--- config.mk ---
export PLATFORM = sky130hd
export DESIGN_NAME = bounded_deque_with_search_flat
export DESIGN_NICKNAME = d
export VERILOG_FILES = /design/src/rtl/core/bdqs_pkg.sv /design/src/rtl/core/bdqs_ifs.sv /design/src/rtl/core/bdqs_front.sv /design/src/rtl/core/bdqs_queue.sv /design/src/rtl/core/bdqs_exec.sv /design/src/rtl/core/bounded_deque_with_search.sv /design/src/flat_wrapper.sv
export SDC_FILE = /design/constraint.sdc
export NUM_CORES = 1
export LEC_CHECK = 0
export ABC_AREA = 0
export BUFFER_PORTS_ARGS = -buffer_cell sky130_fd_sc_hd__buf_2
export CORE_MARGIN = 2
export CORE_UTILIZATION = 55
export CTS_BUF_LIST = sky130_fd_sc_hd__clkbuf_4
export CTS_CLUSTER_DIAMETER = 120
export DETAILED_ROUTE_END_ITERATION = 8
export PLACE_DENSITY = 0.78
export SLEW_MARGIN = 40
export SYNTH_ARGS = -nofsm -noshare
export SYNTH_HDL_FRONTEND = slang
export SYNTH_SLANG_ARGS = --single-unit
--- constraint.sdc ---
create_clock -name clk -period 4.5 [get_ports clk]
set_input_delay 0.225 -clock clk [delete_from_list [all_inputs] [get_ports clk]]
set_output_delay 0.225 -clock clk [all_outputs]
set_load 0.05 [all_outputs]
--- src/rtl/core/bdqs_pkg.sv ---
// shared types and codes for the bounded deque with search
package bdqs_pkg;

    localparam int KEY_W = 32;

    typedef enum logic [1:0] {
        KIND_PUSH_FRONT = 2'd0,
        KIND_PUSH_BACK  = 2'd1,
        KIND_POP_FRONT  = 2'd2,
        KIND_SEARCH     = 2'd3
    } kind_t;

    typedef enum logic [1:0] {
        ERR_OK    = 2'd0,
        ERR_EMPTY = 2'd1,
        ERR_FULL  = 2'd2
    } err_t;

    typedef enum logic [2:0] {
        OP_PUSH_FRONT,
        OP_PUSH_BACK,
        OP_POP,
        OP_SEARCH,
        OP_REJECT
    } op_t;

    typedef struct packed {
        op_t                     op;
        err_t                    err;
        logic signed [KEY_W-1:0] key;
    } cmd_t;

    typedef enum logic [1:0] {
        ST_IDLE,
        ST_POP_WAIT,
        ST_SEARCH,
        ST_REPORT
    } exec_state_t;

endpackage

--- src/rtl/core/bdqs_ifs.sv ---
// request and response channel interfaces
interface bdqs_req_if;
    logic               valid;
    logic               ready;
    logic [1:0]         kind;
    logic signed [31:0] value;

    modport source (output valid, output kind, output value, input ready);
    modport sink (input valid, input kind, input value, output ready);
endinterface

interface bdqs_rsp_if #(parameter int COUNT_W = 5);
    logic               valid;
    logic               ready;
    logic               found;
    logic [COUNT_W-1:0] count;
    logic signed [31:0] front_key;
    logic signed [31:0] back_key;
    logic [1:0]         error;

    modport source (
        output valid, output found, output count, output front_key,
        output back_key, output error, input ready
    );
    modport sink (
        input valid, input found, input count, input front_key,
        input back_key, input error, output ready
    );
endinterface

--- src/rtl/core/bdqs_front.sv ---
// request classifier: tracks occupancy and flags full and empty errors
module bdqs_front
    import bdqs_pkg::*;
#(
    parameter int DEPTH = 16,
    parameter int CW    = 5
)(
    input  logic          clk,
    input  logic          rst_n,
    bdqs_req_if.sink      request,
    output logic          cmd_valid,
    input  logic          cmd_ready,
    output cmd_t          cmd,
    output logic [CW-1:0] cmd_count
);

    logic [CW-1:0] count_reg;
    logic [CW-1:0] count_next;
    logic          is_full;
    logic          none_held;
    kind_t         kind;

    assign kind          = kind_t'(request.kind);
    assign is_full       = (count_reg == CW'(DEPTH));
    assign none_held     = (count_reg == '0);
    assign request.ready = cmd_ready;
    assign cmd_valid     = request.valid;

    always_comb
    begin
        cmd.op     = OP_REJECT;
        cmd.err    = ERR_OK;
        cmd.key    = request.value;
        count_next = count_reg;
        case (kind)
            KIND_PUSH_FRONT, KIND_PUSH_BACK:
            begin
                if (is_full)
                begin
                    cmd.err = ERR_FULL;
                end
                else
                begin
                    cmd.op     = (kind == KIND_PUSH_FRONT) ? OP_PUSH_FRONT : OP_PUSH_BACK;
                    count_next = count_reg + 1'b1;
                end
            end
            KIND_POP_FRONT:
            begin
                if (none_held)
                begin
                    cmd.err = ERR_EMPTY;
                end
                else
                begin
                    cmd.op     = OP_POP;
                    count_next = count_reg - 1'b1;
                end
            end
            default:
            begin
                cmd.op = OP_SEARCH;
            end
        endcase
    end

    assign cmd_count = count_next;

    always_ff @(posedge clk or negedge rst_n)
    begin
        if (!rst_n)
        begin
            count_reg <= '0;
        end
        else if (request.valid && cmd_ready)
        begin
            count_reg <= count_next;
        end
    end

endmodule

--- src/rtl/core/bdqs_queue.sv ---
// two-entry command queue between classifier and executor
module bdqs_queue
    import bdqs_pkg::*;
#(
    parameter int WIDTH = 40
)(
    input  logic             clk,
    input  logic             rst_n,
    input  logic             wr_valid,
    output logic             wr_ready,
    input  logic [WIDTH-1:0] wr_data,
    output logic             rd_valid,
    input  logic             rd_ready,
    output logic [WIDTH-1:0] rd_data
);

    logic [WIDTH-1:0] slot_reg [2];
    logic             wr_ptr_reg;
    logic             rd_ptr_reg;
    logic [1:0]       used_reg;
    logic             push;
    logic             pop;

    assign wr_ready = (used_reg != 2'd2);
    assign rd_valid = (used_reg != 2'd0);
    assign rd_data  = slot_reg[rd_ptr_reg];
    assign push     = wr_valid && wr_ready;
    assign pop      = rd_valid && rd_ready;

    always_ff @(posedge clk)
    begin
        if (push)
        begin
            slot_reg[wr_ptr_reg] <= wr_data;
        end
    end

    always_ff @(posedge clk or negedge rst_n)
    begin
        if (!rst_n)
        begin
            wr_ptr_reg <= 1'b0;
            rd_ptr_reg <= 1'b0;
            used_reg   <= 2'd0;
        end
        else
        begin
            if (push)
            begin
                wr_ptr_reg <= ~wr_ptr_reg;
            end
            if (pop)
            begin
                rd_ptr_reg <= ~rd_ptr_reg;
            end
            if (push && !pop)
            begin
                used_reg <= used_reg + 2'd1;
            end
            else if (pop && !push)
            begin
                used_reg <= used_reg - 2'd1;
            end
        end
    end

endmodule

--- src/rtl/core/bdqs_exec.sv ---
// executor: ring store, front and back tracking, search scan, result register
module bdqs_exec
    import bdqs_pkg::*;
#(
    parameter int DEPTH = 16,
    parameter int CW    = 5,
    parameter int IW    = 4
)(
    input  logic          clk,
    input  logic          rst_n,
    input  logic          cmd_valid,
    output logic          cmd_ready,
    input  cmd_t          cmd,
    input  logic [CW-1:0] cmd_count,
    bdqs_rsp_if.source    response
);

    logic signed [KEY_W-1:0] mem [DEPTH];
    logic signed [KEY_W-1:0] rd_data_reg;

    exec_state_t             state_reg;
    exec_state_t             state_next;
    cmd_t                    cmd_reg;
    cmd_t                    cmd_next;
    logic [CW-1:0]           count_reg;
    logic [CW-1:0]           count_next;
    logic [IW-1:0]           front_idx_reg;
    logic [IW-1:0]           front_idx_next;
    logic [IW-1:0]           back_idx_reg;
    logic [IW-1:0]           back_idx_next;
    logic signed [KEY_W-1:0] front_key_reg;
    logic signed [KEY_W-1:0] front_key_next;
    logic signed [KEY_W-1:0] back_key_reg;
    logic signed [KEY_W-1:0] back_key_next;
    logic [IW-1:0]           scan_idx_reg;
    logic [IW-1:0]           scan_idx_next;
    logic [CW-1:0]           left_reg;
    logic [CW-1:0]           left_next;
    logic                    pend_reg;
    logic                    pend_next;
    logic                    hit_reg;
    logic                    hit_next;

    logic                    out_valid_reg;
    logic                    out_valid_next;
    logic                    found_out_reg;
    logic [CW-1:0]           count_out_reg;
    logic signed [KEY_W-1:0] front_out_reg;
    logic signed [KEY_W-1:0] back_out_reg;
    err_t                    err_out_reg;

    logic                    take;
    logic                    slot_free;
    logic                    load_out;
    logic                    mem_we;
    logic [IW-1:0]           wr_addr;
    logic [IW-1:0]           rd_addr;
    logic                    was_empty;

    function automatic logic [IW-1:0] ring_inc(input logic [IW-1:0] i);
        return (i == IW'(DEPTH - 1)) ? '0 : i + 1'b1;
    endfunction

    function automatic logic [IW-1:0] ring_dec(input logic [IW-1:0] i);
        return (i == '0) ? IW'(DEPTH - 1) : i - 1'b1;
    endfunction

    assign slot_free = !out_valid_reg || response.ready;
    assign was_empty = (cmd_count == CW'(1));

    // next state
    always_comb
    begin
        state_next = state_reg;
        case (state_reg)
            ST_IDLE:
            begin
                if (cmd_valid)
                begin
                    case (cmd.op)
                        OP_POP:    state_next = ST_POP_WAIT;
                        OP_SEARCH: state_next = ST_SEARCH;
                        default:   state_next = ST_REPORT;
                    endcase
                end
            end
            ST_POP_WAIT:
            begin
                state_next = ST_REPORT;
            end
            ST_SEARCH:
            begin
                if ((left_reg == '0) && !pend_reg)
                begin
                    state_next = ST_REPORT;
                end
            end
            ST_REPORT:
            begin
                if (slot_free)
                begin
                    state_next = ST_IDLE;
                end
            end
            default:
            begin
                state_next = ST_IDLE;
            end
        endcase
    end

    // state outputs
    always_comb
    begin
        cmd_ready = 1'b0;
        load_out  = 1'b0;
        case (state_reg)
            ST_IDLE:   cmd_ready = 1'b1;
            ST_REPORT: load_out  = slot_free;
            default:
            begin
                cmd_ready = 1'b0;
                load_out  = 1'b0;
            end
        endcase
    end

    assign take = cmd_valid && cmd_ready;

    // datapath
    always_comb
    begin
        cmd_next       = cmd_reg;
        count_next     = count_reg;
        front_idx_next = front_idx_reg;
        back_idx_next  = back_idx_reg;
        front_key_next = front_key_reg;
        back_key_next  = back_key_reg;
        scan_idx_next  = scan_idx_reg;
        left_next      = left_reg;
        pend_next      = 1'b0;
        hit_next       = hit_reg;
        mem_we         = 1'b0;
        wr_addr        = ring_dec(front_idx_reg);
        rd_addr        = scan_idx_reg;

        if (state_reg == ST_IDLE)
        begin
            rd_addr = ring_inc(front_idx_reg);
        end

        if (take)
        begin
            cmd_next      = cmd;
            count_next    = cmd_count;
            hit_next      = 1'b0;
            scan_idx_next = front_idx_reg;
            left_next     = cmd_count;
            case (cmd.op)
                OP_PUSH_FRONT:
                begin
                    mem_we         = 1'b1;
                    wr_addr        = ring_dec(front_idx_reg);
                    front_idx_next = wr_addr;
                    front_key_next = cmd.key;
                    if (was_empty)
                    begin
                        back_idx_next = wr_addr;
                        back_key_next = cmd.key;
                    end
                end
                OP_PUSH_BACK:
                begin
                    mem_we        = 1'b1;
                    wr_addr       = was_empty ? front_idx_reg : ring_inc(back_idx_reg);
                    back_idx_next = wr_addr;
                    back_key_next = cmd.key;
                    if (was_empty)
                    begin
                        front_key_next = cmd.key;
                    end
                end
                OP_POP:
                begin
                    front_idx_next = ring_inc(front_idx_reg);
                end
                default:
                begin
                    mem_we = 1'b0;
                end
            endcase
        end

        if (state_reg == ST_POP_WAIT)
        begin
            front_key_next = rd_data_reg;
        end

        if (state_reg == ST_SEARCH)
        begin
            if (left_reg != '0)
            begin
                scan_idx_next = ring_inc(scan_idx_reg);
                left_next     = left_reg - 1'b1;
                pend_next     = 1'b1;
            end
            if (pend_reg && (rd_data_reg == cmd_reg.key))
            begin
                hit_next = 1'b1;
            end
        end

        out_valid_next = out_valid_reg;
        if (load_out)
        begin
            out_valid_next = 1'b1;
        end
        else if (response.ready)
        begin
            out_valid_next = 1'b0;
        end
    end

    always_ff @(posedge clk)
    begin
        if (mem_we)
        begin
            mem[wr_addr] <= cmd.key;
        end
        rd_data_reg <= mem[rd_addr];
    end

    always_ff @(posedge clk)
    begin
        cmd_reg      <= cmd_next;
        scan_idx_reg <= scan_idx_next;
        hit_reg      <= hit_next;
        if (load_out)
        begin
            found_out_reg <= hit_reg && (cmd_reg.op == OP_SEARCH);
            count_out_reg <= count_reg;
            front_out_reg <= (count_reg == '0) ? '0 : front_key_reg;
            back_out_reg  <= (count_reg == '0) ? '0 : back_key_reg;
            err_out_reg   <= cmd_reg.err;
        end
    end

    always_ff @(posedge clk or negedge rst_n)
    begin
        if (!rst_n)
        begin
            state_reg     <= ST_IDLE;
            count_reg     <= '0;
            front_idx_reg <= '0;
            back_idx_reg  <= '0;
            front_key_reg <= '0;
            back_key_reg  <= '0;
            left_reg      <= '0;
            pend_reg      <= 1'b0;
            out_valid_reg <= 1'b0;
        end
        else
        begin
            state_reg     <= state_next;
            count_reg     <= count_next;
            front_idx_reg <= front_idx_next;
            back_idx_reg  <= back_idx_next;
            front_key_reg <= front_key_next;
            back_key_reg  <= back_key_next;
            left_reg      <= left_next;
            pend_reg      <= pend_next;
            out_valid_reg <= out_valid_next;
        end
    end

    assign response.valid     = out_valid_reg;
    assign response.found     = found_out_reg;
    assign response.count     = count_out_reg;
    assign response.front_key = front_out_reg;
    assign response.back_key  = back_out_reg;
    assign response.error     = err_out_reg;

endmodule

--- src/rtl/core/bounded_deque_with_search.sv ---
// Bounded deque of up to DEPTH signed 32-bit keys with push front, push back,
// pop front and linear search; every request word yields one response word
// with the search hit, the count, the front and back keys (0 when empty) and
// an error code. A classifier checks full and empty at the request side and
// feeds a two-entry queue, so requests are taken while the executor works and
// a response waits. The executor handles one word at a time: a pop makes one
// registered read of the ring store for the new front key, and a search scan
// reads one stored key per cycle through the store's single read port. The
// store needs no clearing after reset.
module bounded_deque_with_search
    import bdqs_pkg::*;
#(
    parameter int DEPTH = 16
)(
    input  logic       clk,
    input  logic       rst_n,
    bdqs_req_if.sink   request,
    bdqs_rsp_if.source response
);

    localparam int CW = $clog2(DEPTH + 1);
    localparam int IW = $clog2(DEPTH);
    localparam int QW = $bits(cmd_t) + CW;

    logic          front_valid;
    logic          q_wr_ready;
    cmd_t          front_cmd;
    logic [CW-1:0] front_count;
    logic          q_rd_valid;
    logic          q_rd_ready;
    logic [QW-1:0] q_rd_data;
    cmd_t          exec_cmd;
    logic [CW-1:0] exec_count;

    bdqs_front #(
        .DEPTH (DEPTH),
        .CW    (CW)
    ) u_front (
        .clk       (clk),
        .rst_n     (rst_n),
        .request   (request),
        .cmd_valid (front_valid),
        .cmd_ready (q_wr_ready),
        .cmd       (front_cmd),
        .cmd_count (front_count)
    );

    bdqs_queue #(
        .WIDTH (QW)
    ) u_queue (
        .clk      (clk),
        .rst_n    (rst_n),
        .wr_valid (front_valid),
        .wr_ready (q_wr_ready),
        .wr_data  ({front_cmd, front_count}),
        .rd_valid (q_rd_valid),
        .rd_ready (q_rd_ready),
        .rd_data  (q_rd_data)
    );

    assign exec_cmd   = q_rd_data[QW-1:CW];
    assign exec_count = q_rd_data[CW-1:0];

    bdqs_exec #(
        .DEPTH (DEPTH),
        .CW    (CW),
        .IW    (IW)
    ) u_exec (
        .clk       (clk),
        .rst_n     (rst_n),
        .cmd_valid (q_rd_valid),
        .cmd_ready (q_rd_ready),
        .cmd       (exec_cmd),
        .cmd_count (exec_count),
        .response  (response)
    );

endmodule

--- src/flat_wrapper.sv ---
// flat-port wrapper written by rule: the top's interface ports become plain ports
module bounded_deque_with_search_flat import bdqs_pkg::*;
#(
    parameter int DEPTH = 16
)
  (clk, rst_n, request_valid, request_kind, request_value, request_ready, response_valid, response_found, response_count, response_front_key, response_back_key, response_error, response_ready);
  bdqs_req_if request_i ();
  bdqs_rsp_if #(.COUNT_W(5)) response_i ();
  input  logic clk;
  input  logic rst_n;
  input wire logic [$bits(request_i.valid)-1:0] request_valid;
  input wire logic [$bits(request_i.kind)-1:0] request_kind;
  input wire logic [$bits(request_i.value)-1:0] request_value;
  output wire logic [$bits(request_i.ready)-1:0] request_ready;
  output wire logic [$bits(response_i.valid)-1:0] response_valid;
  output wire logic [$bits(response_i.found)-1:0] response_found;
  output wire logic [$bits(response_i.count)-1:0] response_count;
  output wire logic [$bits(response_i.front_key)-1:0] response_front_key;
  output wire logic [$bits(response_i.back_key)-1:0] response_back_key;
  output wire logic [$bits(response_i.error)-1:0] response_error;
  input wire logic [$bits(response_i.ready)-1:0] response_ready;
  assign request_i.valid = request_valid;
  assign request_i.kind = request_kind;
  assign request_i.value = request_value;
  assign request_ready = request_i.ready;
  assign response_valid = response_i.valid;
  assign response_found = response_i.found;
  assign response_count = response_i.count;
  assign response_front_key = response_i.front_key;
  assign response_back_key = response_i.back_key;
  assign response_error = response_i.error;
  assign response_i.ready = response_ready;
  bounded_deque_with_search #(.DEPTH(DEPTH)) u_core (.clk(clk), .rst_n(rst_n), .request(request_i), .response(response_i));
endmodule
==> impl_metrics.ini, run 1 <==
[power]
power.internal_uw = 16900
clockPowerShare_pct = 21.5
vdd_drop_max_mv = 1.05
power_per_cell_area_mw_per_mm2 = 746
power_switching_uw = 11200
p_leak_uw = 0.0137
power_frac_seq_pct = 40.6
pwr-share-comb_pct = 37.9
p_sw_share_pct = 39.8

[synthesis]
syn_area_mm2 = 0.0325
yosysTopAreaCellShare_pct = 65.0
synth_edf_count = 705
ys_seq_area_share_pct = 74.6
ys_ff_latch = 837
syn_inst = 2312
ys.flop_type = edfxtp_1
ys_warn_count = 0
yosys.cell_types.count = 66
async_flop_share_pct = 11.4
avgSynthCellArea_um2 = 14.1
synth.area.top_cells = edfxtp_1, dfrtp_1, nand2_1
synth_area_leader_cell = edfxtp_1
synth_nets = 2363

[die]
core_mm2 = 0.0588
die_x_um = 247
die_h_um = 247
fp-row-count = 89
die-area_mm2 = 0.0611
io-pin-count = 112
start_util_pct = 55.4

[cells_and_area]
layout_common_cells = edfxtp_1, nand2_1, clkbuf_4, nand3_1, a21oi_1
mostFrequentLayoutCell = edfxtp_1
drive_gt1_share_pct = 21.3
final_net_count = 2671
syn_to_final_growth_pct = 15.9
largest_register_ffs = 512

[route]
num_vias = 20700
wl_um = 76300
post_drt_wl_per_cell_um = 21.4
first_pass_iters = 7
drtAntennaViolNets = 0
drtIter0Drc = 2151
post_drt_via_cell_ratio = 5.79
drc = 0

[placement]
place_congestion = 0.832
hpwl_um = 44900
dp_slack_ns = 0.857
port_buffers = 111

[min_path]
min_path_cells = 3
hold_path_end = u_core.u_queue.slot_reg[1][40]
worstHoldPathType = in2reg
worstHoldStart = request_kind[1]

[clock_network]
cts_buffers = 192
cts_resized = 0
cts.reportedPaths.clkPinSlew_ns = 0.08
cts-root-buf = clkbuf_4
cts.sinks = 837
worst_skew_pair.late_latency_ns = 1.03
cts_buffer_depth = 3
cts_tree = built
htree_levels = 4

[worst_setup_path]
cp.required_ns = 5.18
worstPathArrival_ns = 4.39
rr_startpoint = u_core.u_queue.rd_ptr_reg
cp_slowest_stage_delay_ns = 0.63
slowest_stage = mux2i_1
critical_path.cell_chain = nor3b_1 -> o21ai_1 -> nand2b_1 -> mux2i_1 -> nand2_1 -> nor2_4 -> buf_12
rrSetupSlack_ns = 0.78
path_class = reg2reg
end_kind = flop
r2r_cells = 7
critPathLaunchType = flop
critPathMaxFanout = 24
reg2reg_to = u_core.u_exec.mem[3][31]
critPathLaunch = u_core.u_queue.rd_ptr_reg

[run_status]
status = finished, final reports clean

[global_route]
overflow = 0
grt_max_degree = 129
grt_pass1_vias = 21000
antenna_found_initial = 3
grt_usage_pct = 25.3
grt_first_pass_wirelength_um = 116000

[flow_run]
cap_violations = 0

[timing]
worst_pin_slew_ns = 0.871
setup_ws_ns = 0.782
finClkSkew_ns = 0.0713
relSlewSlack_pct = 41.9
timing.fmax_mhz = 269
fin_crit_sh_pct = 82.6
min_period_ns = 3.72
rsz0062_at_grt = no
setup_viol = 0
tns_ns = 0
slew_violations = 0
finalHoldViolations = 0
[synthesized netlist by cell type (44+ instances only)]
cell	count
mux2i_1	44
nand2_1	452
a22oi_1	64
nand3_1	166
edfxtp_1	705
buf_2	50
a21oi_1	140
clkbuf_1	64
nor2b_1	68
dfrtp_1	95
mux2_2	75
o21ai_0	78
[power by group through the flow]
stage | sequential [uW] | clock [uW] | combinational (uW)
3_3_place_gp | 11500 | 0 | 10100
5_1_grt | 11500 | 6510 | 11600
2_1_floorplan | 12100 | 0 | 6500
6_report | 11400 | 6040 | 10700
3_5_place_dp | 11500 | 0 | 10500
4_1_cts | 11400 | 6130 | 10600
[kinds of logic after synthesis]
| family | count (synthesis) | share of synthesized area, % |
|---|---|---|
| buf+inv | 146 | 2.00 |
| fa+ha+maj | 13 | 0.500 |
| xor+xnor | 47 | 1.26 |
| mux | 120 | 3.98 |
| simple gates | 810 | 11.3 |
| flops | 837 | 74.6 |
| compound gates | 339 | 6.35 |
[per-layer routing]
| layer | vias up | routed length (um) | global-route usage [%] |
|---|---|---|---|
| met5 | - | 0 | 0 |
| met2 | 1029 | 38300 | 41.4 |
| met4 | 0 | 2900 | 13.4 |
| met3 | 157 | 5920 | 5.86 |
| li1 | 9263 | - | - |
| met1 | 10200 | 29200 | 31.6 |
[per-stage QoR]
step	utilization (%)	total power (uW)	cell area (um^2)	cells	hold slack (ns)
finish	64.2	28100	37700	3567	0.284
detailed placement	58.5	22000	34400	3125	0.273
CTS	64.1	28100	37700	3561	0.132
global route	64.2	29600	37700	3567	0.209
floorplan	-	18500	32600	2312	-0.0706
global placement	58.2	21600	34200	3115	0.384
[worst max-delay path by stage]
stage,slack (ns),cells past startpoint,endpoint
floorplan,0.89,9,u_core.u_exec.mem[15][0]
global placement,0.65,7,u_core.u_exec.mem[9][23]
detailed placement,0.86,7,u_core.u_exec.mem[3][31]
CTS,0.82,7,u_core.u_exec.mem[3][31]
global route,0.47,8,u_core.u_exec.mem[3][31]
finish,0.78,7,u_core.u_exec.mem[3][31]
[final cells by class]
type	instances	area, um^2
Sequential cell	837	24300
Antenna cell	5	12.5
Clock inverter	66	319
Inverter	20	75.1
Tap cell	773	967
Clock buffer	297	2230
Multi-Input combinational cell	1329	7840
Fill cell	3960	21100
Timing Repair Buffer	240	2000
[critical path, delay by kind of cell, from the launching register on]
kind	cells	cell delay (ns)
AND/OR/NAND/NOR	4	1.52
multiplexers	1	0.63
flip-flops	1	0.60
AO/OA/AOI/OAI	1	0.37
buffers and inverters	1	0.25
[repair_timing]
action,4_1_cts,5_1_grt
endpoints found under the hold margin,263,0
endpoints found under the setup margin,0,0
setup buffers,0,0
hold buffers,73,0
No activity file was read; power rests on OpenSTA's default activity.
==> inputs of run 2 (changes only) <==
--- a/config.mk
+++ b/config.mk
@@ -5,7 +5,7 @@
 export SDC_FILE = /design/constraint.sdc
 export NUM_CORES = 1
 export LEC_CHECK = 0
-export ABC_AREA = 0
+export ABC_AREA = 1
 export BUFFER_PORTS_ARGS = -buffer_cell sky130_fd_sc_hd__buf_2
 export CORE_MARGIN = 2
 export CORE_UTILIZATION = 55
==> constraint.sdc (replaced) <==
create_clock -name clk -period 3.35 [get_ports clk]
set_input_delay 0.1675 -clock clk [delete_from_list [all_inputs] [get_ports clk]]
set_output_delay 0.1675 -clock clk [all_outputs]
set_load 0.05 [all_outputs]
==> run 2 against run 1 <==
Compared with the run above:
- clock power rose by 36%
- first-iteration DRC count rose by 20%
- cell count rose by 13%
- maximum frequency rose by 20%
- register-to-register slack got worse by 0.52 ns
- flip-flop and latch count did not move
- power rose by 42%
- largest power group is now combinational cells
- highest routed layer unchanged
==> impl_metrics.ini, run 2 <==
[cells_and_area]
final_net_count = 3129
layout_common_cells = edfxtp_1, nand2_1, inv_1, clkbuf_4, o21ai_0
largest_register_ffs = 512
final_util_pct = 64.3
syn_to_final_growth_pct = 15.8
drive_gt1_share_pct = 16.4
multi_input_area_mm2 = 0.00751
mostFrequentLayoutCell = edfxtp_1
fin_area_mm2 = 0.0387
final_cells = 4030
fill_cells = 4214
seqCellArea_mm2 = 0.0243

[global_route]
antenna_found_initial = 2
grt_first_pass_wirelength_um = 129000
grt_max_degree = 81
grt_usage_pct = 27.1
grt_pass1_vias = 23500
overflow = 0

[route]
drtAntennaViolNets = 0
first_pass_iters = 6
post_drt_via_cell_ratio = 5.77
drc = 0
drtIter0Drc = 2590
post_drt_wl_per_cell_um = 21.0
wl_um = 84700
num_vias = 23300

[flow_run]
cap_violations = 0

[placement]
place_congestion = 0.909
port_buffers = 111
dpl.cell_count = 3587
dp_slack_ns = 0.332
place_area_mm2 = 0.0354
hpwl_um = 50200

[clock_network]
htree_levels = 4
cts-root-buf = clkbuf_4
cts_tree = built
cts.reportedPaths.clkPinSlew_ns = 0.07
cts.sinks = 837
cts_buffers = 197
cts_buffer_depth = 3
worst_skew_pair.late_latency_ns = 1.10

[timing]
hold-worst-slack_ns = 0.0757
finClkSkew_ns = 0.0786
timing.fmax_mhz = 324
min_period_ns = 3.09
fin_crit_sh_pct = 92.2
slew_violations = 0
setup_viol = 0
setup_ws_ns = 0.260
finalHoldViolations = 0
relSlewSlack_pct = 39.4
worst_pin_slew_ns = 0.909
rsz0062_at_grt = no

[die]
die_h_um = 251
io-pin-count = 112
die_x_um = 251
core_mm2 = 0.0602
die-area_mm2 = 0.0628
start_util_pct = 55.6
fp-row-count = 90

[worst_setup_path]
critPathMaxFanout = 25
path_class = reg2reg
critPathLaunchType = flop
cp.required_ns = 4.07
worstPathArrival_ns = 3.81
end_kind = flop

[synthesis]
synth_common_cells = edfxtp_1, nand2_1, inv_1
syn_area_mm2 = 0.0335
async_flop_share_pct = 11.4
ys_warn_count = 0
synth_area_leader_cell = edfxtp_1
synth_edf_count = 705
synth.most_common_cell = edfxtp_1
ys_ff_latch = 837
yosysTopAreaCellShare_pct = 63.3
syn_inst = 2778
ys_seq_area_share_pct = 72.6
ys.flop_type = edfxtp_1
yosys.cell_types.count = 38
synth_nets = 2829
avgSynthCellArea_um2 = 12.0
synth.area.top_cells = edfxtp_1, dfrtp_1, nand2_1

[power]
clockPowerShare_pct = 20.4
power_switching_uw = 17000
power_per_cell_area_mw_per_mm2 = 1030
vdd_drop_max_mv = 0.984
power_frac_seq_pct = 38.8
p_leak_uw = 0.0151
p_sw_share_pct = 42.5
power.internal_uw = 23000
pwr-share-comb_pct = 40.7

[min_path]
worstHoldPathType = in2reg

[run_status]
status = finished, final reports clean
[run 2: cell count changes after synthesis, moves of 68 or more]
cell,previous run,this run
a21oi_1,140,217
inv_1,19,321
mux2_2,75,0
nor2b_1,68,0
o211ai_1,2,131
o21ai_0,78,242
[run 2: critical path: stages, from the launching register on]
cell     delay [ns]
dfrtp_1        0.42
inv_1          0.13
ha_1           0.31
inv_2          0.17
a21oi_4        0.31
inv_2          0.07
nor2_2         0.15
inv_2          0.07
nor2_1         0.18
nand2_1        0.27
nor2_4         0.39
buf_12         0.25
[run 2: through the flow]
step / power, uW / TNS [ns]
after global placement: 30900 / 0
after floorplan: 26000 / -18.01
final: 40100 / 0
after CTS: 39700 / 0
after detailed placement: 31500 / 0
after global routing: 42200 / 0
[run 2: repair_timing]
action,in CTS,in global routing
setup buffers,0,0
hold buffers,74,0
endpoints found under the hold margin,324,0
resized for setup,0,0
endpoints found under the setup margin,0,0
[run 2: kinds of logic (layout without fill, tap and decap cells)]
group,count (synthesis),after routing,share of synthesized area (%)
other cells,0,9,0
xor+xnor,28,28,0.733
buf+inv,481,942,5.66
fa+ha+maj,13,13,0.486
compound gates,664,664,11.2
flops,837,837,72.6
simple gates,755,755,9.31
[run 2: power by group through the flow]
stage                     Combinational [uW]  Clock (uW)  Sequential (uW)
final                                  16300        8190            15500
after floorplan                         9500           0            16500
after global routing                   17700        8810            15700
after detailed placement               15900           0            15700
after CTS                              16000        8230            15500
after global placement                 15300           0            15600
[run 2: metal layers]
layer,global-route usage [%],share of wire (%),wire length (um),vias to the layer above
met5,0,0,0,-
met3,5.98,8.3,7040,221
li1,-,-,-,10500
met4,14.7,4.9,4150,0
met2,45.9,50,42200,1206
met1,32.4,37,31200,11300
[run 2: area by class of cell]
type                            count  area share, %
Antenna cell                        9         0.0581
Clock buffer                      278           5.39
Clock inverter                     82           1.11
Inverter                          329           3.19
Multi-Input combinational cell   1460           19.4
Sequential cell                   837           62.7
Tap cell                          782           2.53
Timing Repair Buffer              253           5.66
[run 2: path summary, 6_finish.rpt]
check / from / endpoint / slack [ns] / cells past startpoint
worst max-delay path: u_core.u_exec.state_reg[0] / u_core.u_exec.mem[12][3] / 0.26 / 11
worst min-delay path: request_valid / u_core.u_front.count_reg[3] / 0.08 / 5
worst max register to register: u_core.u_exec.state_reg[0] / u_core.u_exec.mem[12][3] / 0.26 / 11
worst min register to register: u_core.u_exec.cmd_reg[32] / u_core.u_exec.response.error[0] / 0.44 / 0
max in group asynchronous: rst_n / u_core.u_exec.front_key_reg[18] / 2.67 / 4
min in group asynchronous: rst_n / u_core.u_exec.back_key_reg[1] / 0.26 / 4
